`config.mk`:
```
export PLATFORM = sky130hd
export DESIGN_NAME = ctc_queue
export DESIGN_NICKNAME = d
export VERILOG_FILES = /design/src/sv/ctc_pkg.sv /design/src/sv/ctc_queue.sv
export SDC_FILE = /design/constraint.sdc
export NUM_CORES = 1
export LEC_CHECK = 0
export BUFFER_PORTS_ARGS = -buffer_cell sky130_fd_sc_hd__buf_2
export CORE_MARGIN = 5
export CORE_UTILIZATION = 50
export CTS_BUF_LIST = sky130_fd_sc_hd__clkbuf_4
export DETAILED_ROUTE_END_ITERATION = 6
export PLACE_DENSITY = 0.83
export SLEW_MARGIN = 25
export SYNTH_ARGS = -nofsm -noshare
export SYNTH_HDL_FRONTEND = slang
export SYNTH_SLANG_ARGS = --single-unit
```
`constraint.sdc`:
```
create_clock -name clk -period 2 [get_ports clk]
set_input_delay 0 -clock clk [delete_from_list [all_inputs] [get_ports clk]]
set_output_delay 0 -clock clk [all_outputs]
set_load 0.03 [all_outputs]
```
`src/sv/ctc_pkg.sv`:
```
`default_nettype none
// ----------------------------------------------------------------------------
// ctc_pkg
// shared types, constants and helpers of the contingency table counter
// ----------------------------------------------------------------------------
package ctc_pkg;

	localparam int TABLE_CELLS = 4096;
	localparam int CELL_AW     = $clog2(TABLE_CELLS);
	localparam int WIDE_AW     = 16;
	localparam int COUNT_W     = 20;
	localparam int MAX_CARD    = 16;
	localparam int CARD_W      = 5;
	localparam int VAL_W       = 4;
	localparam int CFGS_W      = 13;
	localparam int QUEUE_DEPTH = 4;
	localparam int QUEUE_AW    = $clog2(QUEUE_DEPTH);
	localparam int CFG_IDX_W   = 3;
	localparam int CFG_DATA_W  = 5;

	localparam logic [COUNT_W-1:0] COUNT_MAX = '1;

	// action codes on the input port
	localparam logic [1:0] ACT_CLEAR = 2'd0;
	localparam logic [1:0] ACT_COUNT = 2'd1;
	localparam logic [1:0] ACT_READ  = 2'd2;

	// configuration register indexes
	localparam logic [CFG_IDX_W-1:0] REG_CHILD_LEVELS = 3'd0;
	localparam logic [CFG_IDX_W-1:0] REG_PARENTS_USED = 3'd1;
	localparam logic [CFG_IDX_W-1:0] REG_CARD_FIRST   = 3'd2;
	localparam logic [CFG_IDX_W-1:0] REG_CARD_SECOND  = 3'd3;
	localparam logic [CFG_IDX_W-1:0] REG_CARD_THIRD   = 3'd4;

	typedef enum logic [1:0] {
		OP_CLEAR,
		OP_COUNT,
		OP_READ,
		OP_REJECT
	} op_t;

	typedef enum logic [1:0] {
		ST_OK    = 2'd0,
		ST_RANGE = 2'd1,
		ST_SAT   = 2'd2
	} status_t;

	typedef enum logic [1:0] {
		BK_SWEEP,
		BK_IDLE,
		BK_LOOK,
		BK_RESULT
	} back_state_t;

	typedef struct packed {
		logic [CARD_W-1:0] child_levels;
		logic [1:0]        parents_used;
		logic [CARD_W-1:0] card_first;
		logic [CARD_W-1:0] card_second;
		logic [CARD_W-1:0] card_third;
	} cfg_t;

	// one classified item on its way from front to back
	typedef struct packed {
		op_t               op;
		logic              bad;
		logic [CELL_AW-1:0] addr;
		logic [CELL_AW-1:0] row;
		logic [CFGS_W-1:0] configs;
	} entry_t;

	// zero acts as one, anything above the maximum acts as the maximum
	function automatic logic [CARD_W-1:0] eff_card(input logic [CARD_W-1:0] c);
		logic [CARD_W-1:0] r;
		r = c;
		if (c == '0)
			r = CARD_W'(1);
		else if (c > CARD_W'(MAX_CARD))
			r = CARD_W'(MAX_CARD);
		return r;
	endfunction

endpackage
`default_nettype wire

```
`src/sv/ctc_queue.sv`:
```
`default_nettype none
// ----------------------------------------------------------------------------
// ctc_queue
// short queue of classified items between front and back
// ----------------------------------------------------------------------------
module ctc_queue (
	input  wire logic            clk,
	input  wire logic            arst_n,
	input  wire logic            push,
	input  wire ctc_pkg::entry_t wr_entry,
	output      logic            full,
	input  wire logic            pop,
	output      ctc_pkg::entry_t head,
	output      logic            empty
);
	import ctc_pkg::*;

	entry_t              slot_q [QUEUE_DEPTH];
	logic [QUEUE_AW-1:0] wr_ptr_q, rd_ptr_q;
	logic [QUEUE_AW:0]   fill_q;
	logic                do_push, do_pop;

	assign full    = fill_q == (QUEUE_AW+1)'(QUEUE_DEPTH);
	assign empty   = fill_q == '0;
	assign do_push = push && !full;
	assign do_pop  = pop && !empty;
	assign head    = slot_q[rd_ptr_q];

	always_ff @(posedge clk or negedge arst_n) begin
		if (!arst_n) begin
			wr_ptr_q <= '0;
			rd_ptr_q <= '0;
			fill_q   <= '0;
		end else begin
			if (do_push)
				wr_ptr_q <= wr_ptr_q + 1'b1;
			if (do_pop)
				rd_ptr_q <= rd_ptr_q + 1'b1;
			if (do_push && !do_pop)
				fill_q <= fill_q + 1'b1;
			else if (do_pop && !do_push)
				fill_q <= fill_q - 1'b1;
		end
	end

	always_ff @(posedge clk) begin
		if (do_push)
			slot_q[wr_ptr_q] <= wr_entry;
	end

endmodule
`default_nettype wire

```
==> impl_results.md <==
* CTS clk-pin slew, worst paths at 0.12 ns
* Routed wire length at 11.5 mm
* Netlist Area Pre-Place at 0.00625 sq mm
* CP max-delay cell: dfrtp_4
* Internal power at 8.44 mW
* Syn. warnings at 0
* Setup TNS at 0 ns
* Post-Synthesis Cells at 246
* Clock tree buffer depth at 2
* Clock period minus worst slack at 1.96 ns
* Compound-Gate Fraction of Synth Area at 0
* Die ar. at 0.0148 sq mm
* # H-tree levels at 4
* Routed len/inst at 19.2 microns
* Status: complete, no violations
* DR vias at 3037
* Final net count at 467
* Critical path buffers and inverters at 3
* Pwr Total at 12.5 mW
* CP max FO at 6
* Total CTS buffers at 17
* Startpoint types: flop
* TritonCTS clock tree: built
* Share of layout cells above drive strength 1 at 0.471
* DRT iter0 DRCs at 165
* Family with the most delay on the worst path: flip-flops
* Synth Area in Simple Gates at 0.0100
* Period utilisation layout at 0.979
* Cell Chain, Critical Path: buf_12 > clkbuf_16 > mux4_2 > buf_6
* Post-synth net total at 296
* Peak supply drop at 0.707 mV
* Fill count at 775
* Switching Fraction at 0.327
* GP Congestion at 0.735
* Max-slew headroom at 0.765
* Synth Area in XOR/XNOR at 0.00840
* Final hold violations at 0
* Core Region at 0.0121 sq mm
* Setup crit end kind: output port
* #FFs+latches synth at 167
* Worst Path Required at 2.00 ns
* Setup Viol. Count Final at 0
* Power share of the combinational group at 0.450
* Clk sinks at 167
* Remaining DRCs at 0
* Mux contribution to synthesized area at 0.149
* Final Skew at 0.0146 ns
* PortBufs at 85
* Die W at 122 microns
* Switching pwr at 4.09 mW
* Pleak at 2.93 nW
* Via density at 5.08
* Synth Area per Inst at 25.4 sq um
* First-pass GRT wire length at 18.1 mm
* CP Class: reg2out
* Pins Over Slew Limit at 0
* Global Route Usage Sum at 0.167
* IO Count at 86
* HPWL after DPL at 7.23 mm
* RSZ-0062 raised after global routing: true
* Row cnt at 40
* ANT nets after route at 0
* Vias in the first global route at 3316
* CTS Root Cell: clkbuf_4
* Clk_lat worst skew at 0.53 ns
* PD cells at 1520 mW/mm^2
* Max_cap viols at 0
* Die Y at 122 microns
* Initial antenna violation count at 1
* Largest net degree at the start of global routing at 24
* Fmax at 0.511 GHz
* Layout area overhead at 31.6%
* DRT Pass-1 Iters at 4
* Sequential Power Share at 0.385
* Crit path largest cell delay at 0.52 ns
* Synth cell types at 22
* Hold WC Path Type: in2reg
* Starting Density at 0.516
* Sequential element share of the synthesized area at 0.796
* Worst slew pin tran at 0.351 ns
* GRT Residual Overflow at 0
* Adder and majority gate portion of the synthesized area at 0.0132
* Clock power share at 0.165
* CP arrival at 1.96 ns
* Largest family of logic cells by synthesized area: multiplexers
power groups by stage:
stage	logic [mW]	clock network, mW	registers (mW)
after CTS	5.25	2.13	4.86
final	5.63	2.07	4.83
after detailed placement	4.40	0	5.05
after floorplan	3.25	0	4.84
after global routing	5.96	2.31	4.89
after global placement	4.31	0	5.00
final cells by class:
class	instances	area, sq um	area share
repair buffers	163	1550	0.188
flip-flops and latches	167	4980	0.606
multi-input cells	64	1150	0.140
diodes	1	2.50	0.000304
clock inverters	9	151	0.0184
well taps	168	210	0.0255
clock buffers	22	165	0.0201
inverters	4	15.0	0.00182
cell usage after synthesis, drive strengths merged:
library cell,instances,area [sq um]
fa,1,20.0
nor2,1,3.75
or3,1,6.26
nand3,1,5.00
and2,4,25.0
edfxtp,160,4800
ha,5,62.6
mux2,2,26.3
nor2b,1,6.26
buf,10,123
inv,4,15.0
dfrtp,7,175
nand2,1,3.75
xnor2,4,35.0
mux4,40,908
xor2,2,17.5
nor3b,1,12.5
clkbuf,1,3.75
flip-flops by register name (all words and copies together), names as in the netlist:
name,flops
rd_ptr_q,2
fill_q,3
wr_ptr_q,2
slot_q,160
cell families after synthesis:
logic type / after synthesis
adders and majority gates: 6
muxes: 42
xor gates and xnor gates: 6
DFF: 167
buffers and inverters: 15
and+or+nand+nor: 10
final timing paths:
check | start | to | slack (ns) | cells after the start
min in group asynchronous | arst_n | fill_q[2] | 0.45 | 3
max reg2reg | fill_q[0] | fill_q[2] | 0.08 | 8
min reg2reg | fill_q[2] | fill_q[2] | 0.52 | 1
max | rd_ptr_q[0] | head[7] | 0.04 | 4
max in group asynchronous | arst_n | rd_ptr_q[0] | 1.27 | 3
min | wr_entry[7] | slot_q[1][7] | 0.22 | 2
per-layer routing:
layer | track usage | part of all wire | vias up
met5 | 0 | 0 | -
met4 | 0.0595 | 0.015 | 0
met1 | 0.209 | 0.40 | 1549
met3 | 0.0571 | 0.059 | 14
met2 | 0.273 | 0.53 | 95
li1 | - | - | 1379
stage by stage:
step	instances	hold WS, ns	setup slack (ns)	util	cell area, sq um
final	598	0.218	0.0417	0.679	8230
after global routing	598	0.154	-0.0761	0.679	8230
after CTS	590	0.0211	-0.0164	0.665	8050
after detailed placement	510	-0.148	0.0517	0.584	7070
after global placement	510	-0.157	0.0968	0.584	7070
after floorplan	246	-0.296	-0.0201	-	6280
worst reg2reg max path, stage by stage (launching register included):
cell	delay [ns]
dfrtp_1	0.40
or3_1	0.40
nand2_2	0.10
ha_4	0.14
inv_2	0.04
fa_1	0.37
xor2_1	0.15
nor2_1	0.11
xor2_1	0.15
timing repair:
item	4_1_cts	5_1_grt
cloned	0	2
hold buffers	43	1
setup endpoints to repair	40	41
setup buffers	6	4
pin swaps	0	1
gates resized for setup	61	39
endpoints found under the hold margin	171	1
placed cells by master, fill, tap and decap left out, types with 2 or more instances in the layout:
master / netlist / final
edfxtp_1: 160 / 160
buf_2: 4 / 45
dlygate4sd3_1: 0 / 44
mux4_2: 38 / 40
buf_6: 2 / 40
clkbuf_4: 0 / 23
buf_4: 0 / 19
buf_12: 4 / 10
dfrtp_1: 7 / 5
and2_2: 0 / 4
xnor2_1: 4 / 4
ha_1: 5 / 4
bufinv_16: 0 / 4
inv_1: 4 / 3
clkinvlp_4: 0 / 3
xor2_1: 2 / 2
clkbuf_16: 0 / 2
buf_8: 0 / 2
No activity file was read; power rests on OpenSTA's default activity.
