<file path="config.mk">
export PLATFORM = sky130hd
export DESIGN_NAME = ctc_front
export DESIGN_NICKNAME = d
export VERILOG_FILES = /design/src/sv/ctc_pkg.sv /design/src/sv/ctc_front.sv
export SDC_FILE = /design/constraint.sdc
export NUM_CORES = 1
export LEC_CHECK = 0
export ABC_AREA = 1
export BUFFER_PORTS_ARGS = -buffer_cell sky130_fd_sc_hd__buf_2
export CAP_MARGIN = 20
export CORE_ASPECT_RATIO = 1.75
export CORE_MARGIN = 10
export CORE_UTILIZATION = 50
export CTS_CLUSTER_SIZE = 14
export DETAILED_ROUTE_END_ITERATION = 8
export PLACE_DENSITY = 0.8
export SLEW_MARGIN = 20
export SYNTH_ARGS = -nofsm -noshare
export SYNTH_HDL_FRONTEND = slang
export SYNTH_SLANG_ARGS = --single-unit
</file>
<file path="constraint.sdc">
create_clock -name clk -period 6.4 [get_ports clk]
set_clock_uncertainty 0.2 [all_clocks]
set_input_delay 1.28 -clock clk [delete_from_list [all_inputs] [get_ports clk]]
set_output_delay 1.28 -clock clk [all_outputs]
set_load 0.01 [all_outputs]
</file>
<file path="src/sv/ctc_pkg.sv">
`default_nettype none
// ----------------------------------------------------------------------------
// ctc_pkg
// shared types, constants and helpers of the contingency table counter
// ----------------------------------------------------------------------------
package ctc_pkg;

	localparam int TABLE_CELLS = 4096;
	localparam int CELL_AW     = $clog2(TABLE_CELLS);
	localparam int WIDE_AW     = 16;
	localparam int COUNT_W     = 20;
	localparam int MAX_CARD    = 16;
	localparam int CARD_W      = 5;
	localparam int VAL_W       = 4;
	localparam int CFGS_W      = 13;
	localparam int QUEUE_DEPTH = 4;
	localparam int QUEUE_AW    = $clog2(QUEUE_DEPTH);
	localparam int CFG_IDX_W   = 3;
	localparam int CFG_DATA_W  = 5;

	localparam logic [COUNT_W-1:0] COUNT_MAX = '1;

	// action codes on the input port
	localparam logic [1:0] ACT_CLEAR = 2'd0;
	localparam logic [1:0] ACT_COUNT = 2'd1;
	localparam logic [1:0] ACT_READ  = 2'd2;

	// configuration register indexes
	localparam logic [CFG_IDX_W-1:0] REG_CHILD_LEVELS = 3'd0;
	localparam logic [CFG_IDX_W-1:0] REG_PARENTS_USED = 3'd1;
	localparam logic [CFG_IDX_W-1:0] REG_CARD_FIRST   = 3'd2;
	localparam logic [CFG_IDX_W-1:0] REG_CARD_SECOND  = 3'd3;
	localparam logic [CFG_IDX_W-1:0] REG_CARD_THIRD   = 3'd4;

	typedef enum logic [1:0] {
		OP_CLEAR,
		OP_COUNT,
		OP_READ,
		OP_REJECT
	} op_t;

	typedef enum logic [1:0] {
		ST_OK    = 2'd0,
		ST_RANGE = 2'd1,
		ST_SAT   = 2'd2
	} status_t;

	typedef enum logic [1:0] {
		BK_SWEEP,
		BK_IDLE,
		BK_LOOK,
		BK_RESULT
	} back_state_t;

	typedef struct packed {
		logic [CARD_W-1:0] child_levels;
		logic [1:0]        parents_used;
		logic [CARD_W-1:0] card_first;
		logic [CARD_W-1:0] card_second;
		logic [CARD_W-1:0] card_third;
	} cfg_t;

	// one classified item on its way from front to back
	typedef struct packed {
		op_t               op;
		logic              bad;
		logic [CELL_AW-1:0] addr;
		logic [CELL_AW-1:0] row;
		logic [CFGS_W-1:0] configs;
	} entry_t;

	// zero acts as one, anything above the maximum acts as the maximum
	function automatic logic [CARD_W-1:0] eff_card(input logic [CARD_W-1:0] c);
		logic [CARD_W-1:0] r;
		r = c;
		if (c == '0)
			r = CARD_W'(1);
		else if (c > CARD_W'(MAX_CARD))
			r = CARD_W'(MAX_CARD);
		return r;
	endfunction

endpackage
`default_nettype wire

</file>
<file path="src/sv/ctc_front.sv">
`default_nettype none
// ----------------------------------------------------------------------------
// ctc_front
// three stage classifier: folds parent values into a configuration index,
// forms the cell address and flags out-of-range items
// ----------------------------------------------------------------------------
module ctc_front (
	input  wire logic                            clk,
	input  wire logic                            arst_n,
	input  wire ctc_pkg::cfg_t                   cfg,
	input  wire logic                            take,
	input  wire logic [1:0]                      action,
	input  wire logic [ctc_pkg::VAL_W-1:0]       child_val,
	input  wire logic [ctc_pkg::VAL_W-1:0]       first_parent_value,
	input  wire logic [ctc_pkg::VAL_W-1:0]       second_parent_value,
	input  wire logic [ctc_pkg::VAL_W-1:0]       third_parent_value,
	input  wire logic [ctc_pkg::CELL_AW-1:0]     read_config,
	input  wire logic [ctc_pkg::VAL_W-1:0]       read_child,
	output      logic                            stall,
	output      ctc_pkg::entry_t                 entry,
	output      logic                            entry_valid,
	input  wire logic                            entry_ready
);
	import ctc_pkg::*;

	logic [CARD_W-1:0] cc, c1u, c2u, c3u;
	logic [VAL_W-1:0]  v1u, v2u, v3u;
	logic              pbad;
	op_t               op_in;
	logic [8:0]        a_w;
	logic [WIDE_AW-1:0] rcell_w;
	logic [CFGS_W-1:0] cfg_w;
	logic [WIDE_AW-1:0] cell_w;
	logic              adv1, adv2, adv3;
	entry_t            entry_d;

	// stage 1
	logic               v_s1;
	op_t                op_s1;
	logic [VAL_W-1:0]   cv_s1, v3_s1;
	logic [CELL_AW-1:0] rc_s1;
	logic [7:0]         a_s1;
	logic [8:0]         p12_s1;
	logic               pbad_s1, rbad_s1;
	logic [WIDE_AW-1:0] rcell_s1;

	// stage 2
	logic               v_s2;
	op_t                op_s2;
	logic [VAL_W-1:0]   cv_s2;
	logic [CELL_AW-1:0] rc_s2, cfg_s2, rcell_s2;
	logic [CFGS_W-1:0]  configs_s2;
	logic               pbad_s2, rbad_s2;

	// stage 3
	logic               v_s3;
	entry_t             entry_s3;

	// unused parents fold as cardinality one, value zero
	always_comb begin
		cc   = eff_card(cfg.child_levels);
		c1u  = (cfg.parents_used >= 2'd1) ? eff_card(cfg.card_first) : CARD_W'(1);
		c2u  = (cfg.parents_used >= 2'd2) ? eff_card(cfg.card_second) : CARD_W'(1);
		c3u  = (cfg.parents_used == 2'd3) ? eff_card(cfg.card_third) : CARD_W'(1);
		v1u  = (cfg.parents_used >= 2'd1) ? first_parent_value : '0;
		v2u  = (cfg.parents_used >= 2'd2) ? second_parent_value : '0;
		v3u  = (cfg.parents_used == 2'd3) ? third_parent_value : '0;
		pbad = ({1'b0, v1u} >= c1u) || ({1'b0, v2u} >= c2u) || ({1'b0, v3u} >= c3u);
		case (action)
			ACT_CLEAR: op_in = OP_CLEAR;
			ACT_COUNT: op_in = OP_COUNT;
			ACT_READ:  op_in = OP_READ;
			default:   op_in = OP_REJECT;
		endcase
		a_w     = 9'(v1u * c2u) + 9'(v2u);
		rcell_w = WIDE_AW'(read_config * cc) + WIDE_AW'(read_child);
	end

	assign adv3  = !v_s3 || entry_ready;
	assign adv2  = !v_s2 || adv3;
	assign adv1  = !v_s1 || adv2;
	assign stall = !adv1;

	always_ff @(posedge clk or negedge arst_n) begin
		if (!arst_n) begin
			v_s1 <= 1'b0;
			v_s2 <= 1'b0;
			v_s3 <= 1'b0;
		end else begin
			if (adv1)
				v_s1 <= take;
			if (adv2)
				v_s2 <= v_s1;
			if (adv3)
				v_s3 <= v_s2;
		end
	end

	always_ff @(posedge clk) begin
		if (adv1) begin
			op_s1    <= op_in;
			cv_s1    <= child_val;
			v3_s1    <= v3u;
			rc_s1    <= read_config;
			a_s1     <= a_w[7:0];
			p12_s1   <= 9'(c1u * c2u);
			pbad_s1  <= pbad;
			rbad_s1  <= {1'b0, read_child} >= cc;
			rcell_s1 <= rcell_w;
		end
	end

	assign cfg_w = CFGS_W'(a_s1 * c3u) + CFGS_W'(v3_s1);

	always_ff @(posedge clk) begin
		if (adv2) begin
			op_s2      <= op_s1;
			cv_s2      <= cv_s1;
			rc_s2      <= rc_s1;
			cfg_s2     <= cfg_w[CELL_AW-1:0];
			configs_s2 <= CFGS_W'(p12_s1 * c3u);
			pbad_s2    <= pbad_s1;
			rbad_s2    <= rbad_s1 || (rcell_s1 >= WIDE_AW'(TABLE_CELLS));
			rcell_s2   <= rcell_s1[CELL_AW-1:0];
		end
	end

	always_comb begin
		cell_w          = WIDE_AW'(cfg_s2 * cc) + WIDE_AW'(cv_s2);
		entry_d.op      = op_s2;
		entry_d.configs = configs_s2;
		entry_d.addr    = cell_w[CELL_AW-1:0];
		entry_d.row     = cfg_s2;
		entry_d.bad     = 1'b0;
		case (op_s2)
			OP_COUNT: begin
				entry_d.bad = pbad_s2 || ({1'b0, cv_s2} >= cc)
					|| (cell_w >= WIDE_AW'(TABLE_CELLS));
			end
			OP_READ: begin
				entry_d.bad  = rbad_s2 || (CFGS_W'(rc_s2) >= configs_s2);
				entry_d.addr = rcell_s2;
				entry_d.row  = rc_s2;
			end
			default: begin
				entry_d.bad = 1'b0;
			end
		endcase
	end

	always_ff @(posedge clk) begin
		if (adv3)
			entry_s3 <= entry_d;
	end

	assign entry       = entry_s3;
	assign entry_valid = v_s3;

endmodule
`default_nettype wire

</file>
==> summary by stage, run 1 <==
Outcome
The run finished with clean final reports.

STA
Measured against its own limit, the worst slew margin works out to roughly half. The setup-violating endpoint count in the final report is 0. Setup repair after global routing left no endpoint under its margin. For the final routed database, the setup TNS stands at 0 ns.

The final hold violation count is 0. The slew at the pin closest to its max-slew limit is ~0.74 ns. For this run, the top clock speed supported by timing is around 180 MHz.

The number of pins exceeding their max-slew limit in the final report came to 0. The clock period minus worst slack is around 5.5 ns. The final cycle utilization of the critical path is a little under nine tenths.

Yosys
The number of distinct library cells after synthesis is 46. The synthesized design spends more area on one cell type than any other, namely sky130_fd_sc_hd__edfxtp_1. The proportion of synthesized chip area in sequential cells is between 30% and 40%. The share of synthesized registers carrying an async set or reset is about 1.9%.

The average cell area after synthesis is roughly 9.3 sq um. The share of synthesized area in the top cell type comes to ~33%. The primary flip-flop cell chosen by synthesis mapping is sky130_fd_sc_hd__edfxtp_1. The area of the mapped netlist is between 10,000 and 15,000 sq um. The number of synthesized flops with an enable pin is around 150.

The synthesized net count is ~1,900. By area the synthesized netlist is led by sky130_fd_sc_hd__edfxtp_1 (33%), sky130_fd_sc_hd__fa_1 (17%), sky130_fd_sc_hd__ha_1 (16%). After technology mapping, the gate count stands at 1,509. The count of state elements after synthesis is roughly 160.

The total number of yosys warnings is 0.

Routing
The wire length after detailed routing is 33.1 mm. The iteration count of the initial detailed-routing pass is 5. Detailed routing inserted a total of ~10,000 vias. The count of unresolved DRC violations after routing is 0. In this run, the number of DRC markers left after iteration 0 of detailed routing was around 530.

The average wire per standard cell is 16.5 um. The via-per-instance ratio is 5.19. The count of nets left with antenna violations after detail routing is 0.

Global route
The via count of the first global-routing pass is roughly 11,000. The first global-routing pass estimated about 54 mm of wire. Across every metal layer, demand over resource in global routing totals between 10% and 20%. The remaining global-route overflow is 0.

The initial antenna violation count is 5. Entering global routing, the biggest net connects slightly below 60 pins.

Die
The chip height is about 240 um. The initial cell density of the core is between 50% and 60%. The area of the die is 35,600 sq um. The number of top-level pins is just over 100.

The die is roughly 150 um wide. The core outline area is between 20,000 and 30,000 sq um. In this run the core area contains roughly 80 standard-cell rows.

Clock tree
Counting every sink on the clock net gives 157. The number of gates resized after CTS is 0. The number of clock buffers inserted by TritonCTS is 17. The hold buffer count at cts is 0. The post-CTS setup buffer count is 0. For the worst-skew pair, the clock arrives at the later sink with an insertion delay of between 0.4 and 0.5 ns.

The register clock-pin slew on the reported worst setup and hold paths is approximately 0.060 ns. The root buffer cell is sky130_fd_sc_hd__clkbuf_16. The clock tree from TritonCTS is built. The H-tree depth reported by CTS is 4.

Counting along the longest clock path gives a buffer depth of 2.

Power
The worst-case IR drop observed on VDD is 0.202 mV. Dividing total power by cell area gives a power density of between 200 and 300 nW/um^2. Summed over all cells, the static leakage comes to between 8 and 9 nW.

Placed design
At the end of routability-driven placement, the weighted congestion stood at ~0.96. In this run, placement finished with an instance count of approximately 2,000. Input and output buffers added on the ports amount to ~100.

The HPWL after detailed placement is approximately 28 mm.

Finish
The finished layout holds between 2,000 and 2,500 standard cells, fillers aside. The layout filler cell count is approximately 2,400. The count of nets after finishing is 1,973.

The post-route netlist has approximately 11% of its cells at a drive strength greater than 1. The post-synthesis to final-layout area growth is 10.4%.

Setup path
The data required time of the critical path is ~6.4 ns. The critical path in this run is classified as input pin to flop. STA classifies the critical path startpoint as an input pin. Along the worst path, the maximum fanout reaches 17.

Data arrives at the worst endpoint at 5.50 ns. STA classifies the critical path endpoint as a flop.

Flow run
The max-cap violation count is 0.

Hold path
The min-delay analysis places its worst path in the category flop to flop.
-- final timing paths --
check                                   end  cells past startpoint  slack, ns        start
worst max-delay path             cfg_s2[10]                     21       0.90      cfg[16]
worst min-delay path            rcell_s2[4]                      0       0.22  rcell_s1[4]
worst max register to register    entry[37]                     20       2.18    cfg_s2[6]
worst min register to register  rcell_s2[4]                      0       0.22  rcell_s1[4]
max in group asynchronous              v_s2                      1       5.48       arst_n
min in group asynchronous       entry_valid                      1       0.41       arst_n
-- report_power, final --
group / total [W] / switching, W / internal, W
sequential: 0.00155 / 0.000112 / 0.00144
clock: 0.000943 / 0.000442 / 0.000501
combinational: 0.00147 / 0.000941 / 0.000529
-- through the flow --
step                setup WS, ns  hold slack, ns  power, W  instance area (sq um)  util [%]
floorplan                  0.827           0.200   0.00255                  14100         -
global placement           0.574           0.201   0.00298                  15000      53.9
detailed placement         0.473           0.205   0.00304                  15000      53.9
CTS                        0.944           0.218   0.00399                  15600      55.8
global route               0.630           0.223   0.00425                  15600      55.8
finish                     0.899           0.218   0.00396                  15600      55.9
-- critical path: stages --
cell                      delay (ns)
sky130_fd_sc_hd__buf_2          0.25
sky130_fd_sc_hd__nand2_2        0.18
sky130_fd_sc_hd__nor2_4         0.41
sky130_fd_sc_hd__inv_2          0.16
sky130_fd_sc_hd__nand2_2        0.33
sky130_fd_sc_hd__nor2_1         0.10
sky130_fd_sc_hd__fa_1           0.45
sky130_fd_sc_hd__ha_1           0.29
sky130_fd_sc_hd__inv_1          0.05
sky130_fd_sc_hd__fa_1           0.53
sky130_fd_sc_hd__inv_1          0.08
sky130_fd_sc_hd__fa_1           0.47
sky130_fd_sc_hd__nand3_1        0.10
sky130_fd_sc_hd__nand2_1        0.09
sky130_fd_sc_hd__nand2_1        0.07
sky130_fd_sc_hd__nand2_1        0.05
sky130_fd_sc_hd__a21oi_1        0.23
sky130_fd_sc_hd__o21ai_1        0.09
sky130_fd_sc_hd__nand2_1        0.07
sky130_fd_sc_hd__nand2_1        0.06
sky130_fd_sc_hd__xor2_1         0.14
-- state kept, by name, summed over array words and instances (netlist names), 2 cells and up --
register    flops
entry          40
p12_s1          9
a_s1            8
cfg_s2         12
cv_s2           4
configs_s2     13
rc_s2          12
rcell_s1       16
op_s1           2
cv_s1           4
op_s2           2
rc_s1          12
v3_s1           4
rcell_s2       12
-- layer usage --
metal | track usage [%] | up-vias | routed length (um)
li1 | - | 4976 | -
met4 | 13.0 | 6 | 2240
met5 | 0 | - | 30
met3 | 4.02 | 126 | 1470
met1 | 17.3 | 4987 | 10900
met2 | 36.3 | 281 | 18400
-- cells in the mapped netlist (2+ instances only) --
cell type and count:
sky130_fd_sc_hd__a21boi_0 4, sky130_fd_sc_hd__a21o_1 2, sky130_fd_sc_hd__a21oi_1 51, sky130_fd_sc_hd__a21oi_2 3, sky130_fd_sc_hd__a31oi_1 3, sky130_fd_sc_hd__buf_2 2
sky130_fd_sc_hd__buf_4 5, sky130_fd_sc_hd__clkbuf_1 17, sky130_fd_sc_hd__dfrtp_1 3, sky130_fd_sc_hd__edfxtp_1 154, sky130_fd_sc_hd__fa_1 123, sky130_fd_sc_hd__ha_1 177
sky130_fd_sc_hd__inv_1 311, sky130_fd_sc_hd__inv_2 10, sky130_fd_sc_hd__nand2_1 275, sky130_fd_sc_hd__nand2_2 8, sky130_fd_sc_hd__nand3_1 33, sky130_fd_sc_hd__nand3_2 3
sky130_fd_sc_hd__nand4_1 11, sky130_fd_sc_hd__nor2_1 173, sky130_fd_sc_hd__nor3_1 9, sky130_fd_sc_hd__nor3_2 4, sky130_fd_sc_hd__nor4_1 2, sky130_fd_sc_hd__o2111ai_1 3
sky130_fd_sc_hd__o21a_1 5, sky130_fd_sc_hd__o21ai_0 33, sky130_fd_sc_hd__o21ai_1 6, sky130_fd_sc_hd__o21bai_1 3, sky130_fd_sc_hd__o31ai_1 2, sky130_fd_sc_hd__or2_1 2
sky130_fd_sc_hd__or2_2 3, sky130_fd_sc_hd__xnor2_1 13, sky130_fd_sc_hd__xor2_1 43
-- layout make-up --
class	count	area [sq um]	area share, %
Antenna cell	2	5.00	0.0321
Clock buffer	18	429	2.76
Clock inverter	14	108	0.691
Inverter	322	1210	7.76
Multi-Input combinational cell	1006	8090	51.9
Sequential cell	157	4700	30.2
Tap cell	373	467	3.00
Timing Repair Buffer	109	566	3.63
-- cell usage in the layout (no fill, tap or decap), drive strengths merged --
master / count
fa: 123
xor2: 44
inv: 328
xnor2: 14
nor4: 2
dfrtp: 3
nand4: 11
o21a: 5
nand2: 283
o2111ai: 3
and2: 1
or2: 5
buf: 109
a21oi: 54
ha: 177
o21bai: 3
o31ai: 2
nor2: 175
clkbuf: 18
clkinvlp: 3
and3: 1
a21boi: 6
edfxtp: 154
a31oi: 5
nor3: 13
a31o: 1
a21o: 2
clkinv: 5
diode: 2
o21ai: 40
nand3: 36
-- cell families after synthesis --
| family | count (synthesis) | share of synthesized area [%] |
|---|---|---|
| and+or+nand+nor | 527 | 15.4 |
| buffers and inverters | 346 | 9.36 |
| adders and majority gates | 300 | 33.2 |
| DFF | 157 | 33.3 |
| AOI/OAI and AO/OA | 121 | 5.05 |
| xor gates and xnor gates | 58 | 3.71 |
Power figures use the tool's default switching activity.
==> inputs of run 2 (changes only) <==
- CELL_PAD_IN_SITES_DETAIL_PLACEMENT: not set -> 1
- CELL_PAD_IN_SITES_GLOBAL_PLACEMENT: not set -> 1
- CORE_MARGIN: 10 -> not set
- CORE_UTILIZATION: 50 -> 48
- PLACE_DENSITY: 0.8 -> 0.93
==> summary by stage, run 2 (synthesized netlist as in run 1, its figures left out) <==
Outcome
The run finished with clean final reports.

STA
The setup TNS is 0 ns. The number of pins exceeding their max-slew limit in the final report is 0. The final hold violation count came to 0.

The final cycle utilization of the critical path is 89.2%. The setup-violating endpoint count in the final report is 0. The maximum clock frequency is about 180 MHz.

On the final layout, the worst hold slack is about 0.22 ns. Setup repair after global routing left no endpoint under its margin. The slew at the pin closest to its max-slew limit is slightly above 0.8 ns.

The worst relative slew slack is 46.0%. The clock period minus worst slack is around 5.7 ns.

Setup path
The critical path is of the input pin to flop type. The path depth of the worst reg2reg path is 17. The most critical setup path has its startpoint at cfg[16]. The worst register-to-register path has a setup slack of approximately 1.9 ns. The highest net fanout along the worst path is 13. The startpoint of the most critical register-to-register path is cfg_s2[2]. The worst setup path is captured at a flop.

The capturing point of the worst reg2reg path is entry[35]. STA puts the critical path data required time at between 6 and 7 ns. The last element of the critical path is cfg_s2[10]. The critical path data arrival time is ~5.8 ns. The kind of start point of the critical path is an input pin.

Die
The area of the die is between 30,000 and 40,000 sq um. The number of top-level pins is 102. The chip height is 229 um. The chip width is roughly 130 um. The core outline area is approximately 29,000 sq um. The number of rows created at floorplan is between 80 and 90.

The initial cell density of the core is between 40% and 50%.

Routing
The number of DRC markers in iteration 0 is ~680. For this run, design rule violations remaining after detail routing come to 0. Summed over all layers, the routed wires come to roughly 46 mm. The via-per-instance ratio is ~5.7. Dividing the detail-routed wire length by the instance count gives approximately 23 um. The count of nets left with antenna violations after detail routing is 0. The first detailed-routing pass ran for 5 iterations. The total number of vias is ~11,000.

Hold path
The path class of the tightest hold or removal check is flop to flop. In this run the most critical hold path is launched from op_s1[1].

Finish
The commonest non-fill, non-tap cell in the layout is sky130_fd_sc_hd__inv_1. Leaving out fill and tap cells, the most frequent cells in the layout are sky130_fd_sc_hd__inv_1 (309), sky130_fd_sc_hd__nand2_1 (274), sky130_fd_sc_hd__ha_1 (177), sky130_fd_sc_hd__nor2_1 (173), sky130_fd_sc_hd__edfxtp_1 (154). The post-synthesis to final-layout area growth is 10.9%. The antenna diode count is 0. Cells fill roughly 54% of the core in the end. The filler cells instantiated in the layout total roughly 3,300.

The count of nets after finishing is approximately 2,000. The number of flip-flops under the largest register name is 40. The fraction of layout instances using a drive strength above 1 is between 10% and 20%.

Power
The leakage dissipation is a little over 8 nW. For this design the ratio of total power to cell area is between 200 and 300 nW/um^2. IR analysis of the VDD net gives a maximum drop of 0.163 mV. The design draws between 0.004 and 0.005 W.

Clock tree
The clock tree from TritonCTS is built. TritonCTS created 17 clock buffers. After clock tree synthesis, the clock-pin slew on the worst setup and hold paths is about 0.080 ns.

The hold buffer count at cts is 0. The clock reaches the later pin of the worst-skew pair after 0.48 ns. After clock tree synthesis, the repair step resized 0 gates. The clock passes through at most 2 buffers. In this run the number of H-tree levels came out at 4. For this design, the sink count on the clock tree is ~160.

The root buffer cell is sky130_fd_sc_hd__clkbuf_16. After clock tree synthesis, the setup repair step added 0 buffers.

Global route
The first global-routing pass estimated between 70 and 80 mm of wire. The initial antenna violation count is 0. Across every metal layer, demand over resource in global routing totals between 30% and 40%. The remaining global-route overflow is 0.

The maximum number of pins on one net before global-route repair is 59. The via count of the first global-routing pass is around 13,000.

Flow run
The max-cap violation count is 0.

Placed design
At the end of routability-driven placement, the weighted congestion stood at a little over 0.9. The HPWL after detailed placement is ~34 mm. The count of port buffers added during placement is ~100.
-- run 2: changes by cell type in the layout (fill, tap and decap cells not counted), moves of 2 or more --
cell / previous run / this run
sky130_fd_sc_hd__clkinvlp_4: 3 / 0
sky130_fd_sc_hd__inv_6: 6 / 3
sky130_fd_sc_hd__inv_8: 1 / 4
sky130_fd_sc_hd__clkinv_1: 3 / 1
sky130_fd_sc_hd__clkinv_4: 1 / 3
sky130_fd_sc_hd__diode_2: 2 / 0
-- run 2: cell type report --
cell class	count	area (sq um)	share of cell area (%)
Clock inverter	14	154	0.984
Timing Repair Buffer	110	573	3.67
Inverter	322	1210	7.73
Tap cell	378	473	3.03
Sequential cell	157	4700	30.1
Multi-Input combinational cell	1006	8090	51.7
Clock buffer	18	439	2.81
-- run 2: per-layer routing --
layer  vias up  share of wire (%)  GRT usage [%]
li1       4976                  -              -
met1      5596                 32           29.7
met3       264                4.8           6.32
met2       508                 54           59.6
met4         0                9.5           27.9
met5         -                  0              0
-- run 2: critical path, cell delays in order --
cell and delay (ns):
sky130_fd_sc_hd__buf_2 0.26, sky130_fd_sc_hd__nand2_2 0.17, sky130_fd_sc_hd__inv_2 0.14, sky130_fd_sc_hd__nand3_2 0.17
sky130_fd_sc_hd__inv_2 0.27, sky130_fd_sc_hd__nand2_1 0.12, sky130_fd_sc_hd__fa_1 0.51, sky130_fd_sc_hd__inv_1 0.06
sky130_fd_sc_hd__fa_1 0.53, sky130_fd_sc_hd__fa_1 0.52, sky130_fd_sc_hd__ha_1 0.41, sky130_fd_sc_hd__a21oi_1 0.19
sky130_fd_sc_hd__nand2_1 0.15, sky130_fd_sc_hd__nand2_1 0.13, sky130_fd_sc_hd__nand2_1 0.09, sky130_fd_sc_hd__a21oi_1 0.28
sky130_fd_sc_hd__o21ai_1 0.13, sky130_fd_sc_hd__nand2_1 0.10, sky130_fd_sc_hd__nand2_1 0.07, sky130_fd_sc_hd__xor2_1 0.14
-- run 2: where the power goes --
group | internal, W | leakage, nW | total (W) | switching [W]
sequential | 0.00144 | 1.63 | 0.00158 | 0.000138
clock | 0.000562 | 0.296 | 0.00106 | 0.000495
combinational | 0.000565 | 6.21 | 0.00168 | 0.00112
-- run 2: through the flow --
stage                     worst slack [ns]  instances  instance area, sq um
after CTS                            0.768       2005                 15600
after detailed placement             0.496       1973                 15000
after global routing                 0.484       2005                 15600
final                                0.690       2005                 15600
after global placement               0.806       1973                 15000
after floorplan                      0.827       1509                 14100
-- run 2: how the worst min path moves through the flow --
| stage | end | slack (ns) | depth (start not counted) |
|---|---|---|---|
| finish | op_s2[1] | 0.22 | 0 |
| global route | rcell_s2[10] | 0.23 | 0 |
| CTS | op_s2[1] | 0.22 | 0 |
| detailed placement | cv_s2[0] | 0.21 | 0 |
| global placement | rc_s2[10] | 0.20 | 0 |
| floorplan | cv_s2[0] | 0.20 | 0 |
==> inputs of run 3 (changes only) <==
- CORE_UTILIZATION: 48 -> 44
- PLACE_DENSITY: 0.93 -> not set
- PLACE_DENSITY_LB_ADDON: not set -> 0.1
- REMOVE_ABC_BUFFERS: not set -> 1
- clock period: 6.4 -> 4.8 ns (I/O delays scaled with it)
==> summary by stage, run 3 (synthesized netlist as in run 1, its figures left out) <==
Outcome
The run finished with clean final reports.

Power
The part of the power in combinational logic is around two fifths. The power share of the clock group is between 20% and 30%. The net switching power is about 0.0022 W. Of the total power, registers draw between 30% and 40%. The switching portion of total power is approximately 38%. The leakage dissipation is approximately 8.9 nW. The power density relative to cell area is 352 nW/um^2. Across the VDD grid, the largest voltage drop is ~0.33 mV. Cell internal power was estimated by the tool at between 0.003 and 0.004 W.

Hold path
The type of the most critical hold path is input pin to async pin.

Setup path
By startpoint and endpoint, the worst setup path is classified as input pin to flop. The reg-to-reg setup timing slack is approximately 0.53 ns. The type of destination of the critical path is a flop. The capturing point of the worst reg2reg path is entry[37]. The data required time of the critical path is 4.80 ns. The startpoint identified for the worst register-to-register timing path is cfg_s2[10]. The launching element of the worst setup path is cfg[21]. For the worst flop-to-flop path, the logic depth is 17. The highest net fanout along the worst path is 12. The kind of start point of the critical path is an input pin.

For the worst setup path, the data arrival time is approximately 4.7 ns.

STA
Setup repair after global routing left no endpoint under its margin. For the pin with the worst max-slew slack, the measured transition is 0.828 ns. The clock period minus worst slack is approximately 4.7 ns.

In the finished design, the share of the clock period the worst path needs comes to a little over nine tenths. The number of pins exceeding their max-slew limit in the final report is 0. The post-route worst setup slack is about 0.14 ns.

The final hold violation count is 0. For this run, the top clock speed supported by timing is 215 MHz. The setup-violating endpoint count in the final report is 0. Headroom to the max-slew limit came out at ~45%.

Routing
The first detailed-routing pass ran for 4 iterations. In this run the remaining antenna-violating nets after routing total 0. The number of DRC markers in iteration 0 is approximately 300. In the final routed layout, each cell accounts on average for 18.2 um. For this block, the via count after detailed routing is about 11,000.

The via-per-instance ratio is just over 5. The count of unresolved DRC violations after routing is 0. The routed design has between 30 and 40 mm of wire.

Clock tree
The number of gates resized after CTS is 0. After clock tree synthesis, the clock-pin slew on the worst setup and hold paths is ~0.070 ns. The post-CTS setup buffer count is 0.

In this run the number of H-tree levels came out at 4. The root buffer cell is sky130_fd_sc_hd__clkbuf_16. The clock tree from TritonCTS is built. The clock latency at the later pin of the worst-skew pair is between 0.4 and 0.5 ns. Clock tree synthesis inserted a total of 17 buffers.

The hold buffer count at cts is 0. Counting every sink on the clock net gives 157. The clock passes through at most 2 buffers.

Global route
The via count of the first global-routing pass is about 13,000. For this run the aggregate overflow at the end of global routing stands at 0. The maximum number of pins on one net before global-route repair is slightly below 60. The first global-routing pass estimated ~63 mm of wire. Global routing used about a quarter of the available tracks. The initial antenna violation count is 0.

Finish
The filler cells instantiated in the layout total 3,660. The library cells used most frequently in the layout, excluding fill and tap cells, are sky130_fd_sc_hd__inv_1 (309), sky130_fd_sc_hd__nand2_1 (274), sky130_fd_sc_hd__ha_1 (177), sky130_fd_sc_hd__nor2_1 (171), sky130_fd_sc_hd__buf_4 (157). The count of nets after finishing is 2,124. The commonest non-fill, non-tap cell in the layout is sky130_fd_sc_hd__inv_1. The post-route non-filler standard cell count is approximately 2,200. In the final layout, the share of cells above drive strength 1 is between 10% and 20%. Relative to the synthesized area, the layout overhead comes to 19.4%.

The antenna diode count is 0. The number of flip-flops under the largest register name is 40. The final cell utilization of the core is between 50% and 60%.

Placed design
The final RePlAce weighted congestion is 0.871. At the placement stage, the worst setup path has a slack of -0.446 ns. The number of placed instances, taps included, is 2,141. The HPWL after detailed placement is about 34 mm. The count of buffers added on input and output ports is about 100.

Flow run
Max-cap violations in this run came to 0.

Die
The number of top-level pins is a little over 100. The core outline area is 31,500 sq um. The area of the die is approximately 33,000 sq um. The initial cell density of the core is roughly 45%. The die is 137 um wide.

After floorplanning, the core was divided into 86 placement rows. The chip height is about 240 um.
-- run 3: changes by cell type in the layout (fill, tap and decap cells not counted), sizes merged --
cell	before	now
buf	110	260
clkbuf	18	17
clkinv	7	3
clkinvlp	0	4
inv	328	329
-- run 3: final cells by class --
type,count,area [sq um],share of cell area [%]
tap,396,495,2.94
clock inverter,15,173,1.03
inverter,322,1210,7.18
multi-input combinational,1006,8100,48.1
timing repair buffer,260,1720,10.2
clock buffer,17,425,2.53
sequential,157,4700,27.9
-- run 3: power groups by stage --
stage	registers, W	clock network [W]	logic [W]
2_1_floorplan	0.00208	0	0.00131
3_3_place_gp	0.00212	0	0.00234
3_5_place_dp	0.00213	0	0.00243
4_1_cts	0.00211	0.00142	0.00246
5_1_grt	0.00213	0.00147	0.00275
6_report	0.00209	0.00140	0.00243
-- run 3: critical path, stage by stage --
cell and delay (ns):
sky130_fd_sc_hd__buf_2 0.17, sky130_fd_sc_hd__buf_4 0.20, sky130_fd_sc_hd__buf_4 0.15, sky130_fd_sc_hd__nand2_1 0.06, sky130_fd_sc_hd__inv_1 0.06, sky130_fd_sc_hd__fa_1 0.54
sky130_fd_sc_hd__fa_1 0.57, sky130_fd_sc_hd__inv_1 0.06, sky130_fd_sc_hd__fa_1 0.53, sky130_fd_sc_hd__inv_1 0.04, sky130_fd_sc_hd__ha_1 0.33, sky130_fd_sc_hd__nand2_1 0.09
sky130_fd_sc_hd__nor2_1 0.24, sky130_fd_sc_hd__nand3_1 0.20, sky130_fd_sc_hd__nand4_1 0.12, sky130_fd_sc_hd__nand2_1 0.06, sky130_fd_sc_hd__nor2_1 0.09, sky130_fd_sc_hd__nand2_1 0.06
sky130_fd_sc_hd__nand2_1 0.06, sky130_fd_sc_hd__a21oi_2 0.05
-- run 3: per-stage QoR --
stage	TNS [ns]	hold WS (ns)	area, sq um	power (W)
after floorplan	-26.27	0.200	14000	0.00339
after global placement	-3.80	0.203	16200	0.00446
after detailed placement	-5.30	0.206	16200	0.00457
after CTS	0	0.0672	16800	0.00599
after global routing	0	0.0713	16800	0.00635
final	0	0.0866	16800	0.00593
-- run 3: worst max-delay path by stage --
stage,endpoint,slack [ns]
global route,entry[37],0.005
floorplan,a_s1[0],-0.45
detailed placement,entry[37],-0.45
CTS,entry[37],0.03
global placement,entry[37],-0.44
finish,entry[37],0.14
-- run 3: per-layer routing --
metal / GRT usage (%) / routed length, um / vias up
li1: - / - / 5269
met1: 21.9 / 12300 / 5467
met2: 55.3 / 24200 / 179
met3: 3.41 / 810 / 89
met4: 14.7 / 2360 / 0
met5: 0 / 0 / -
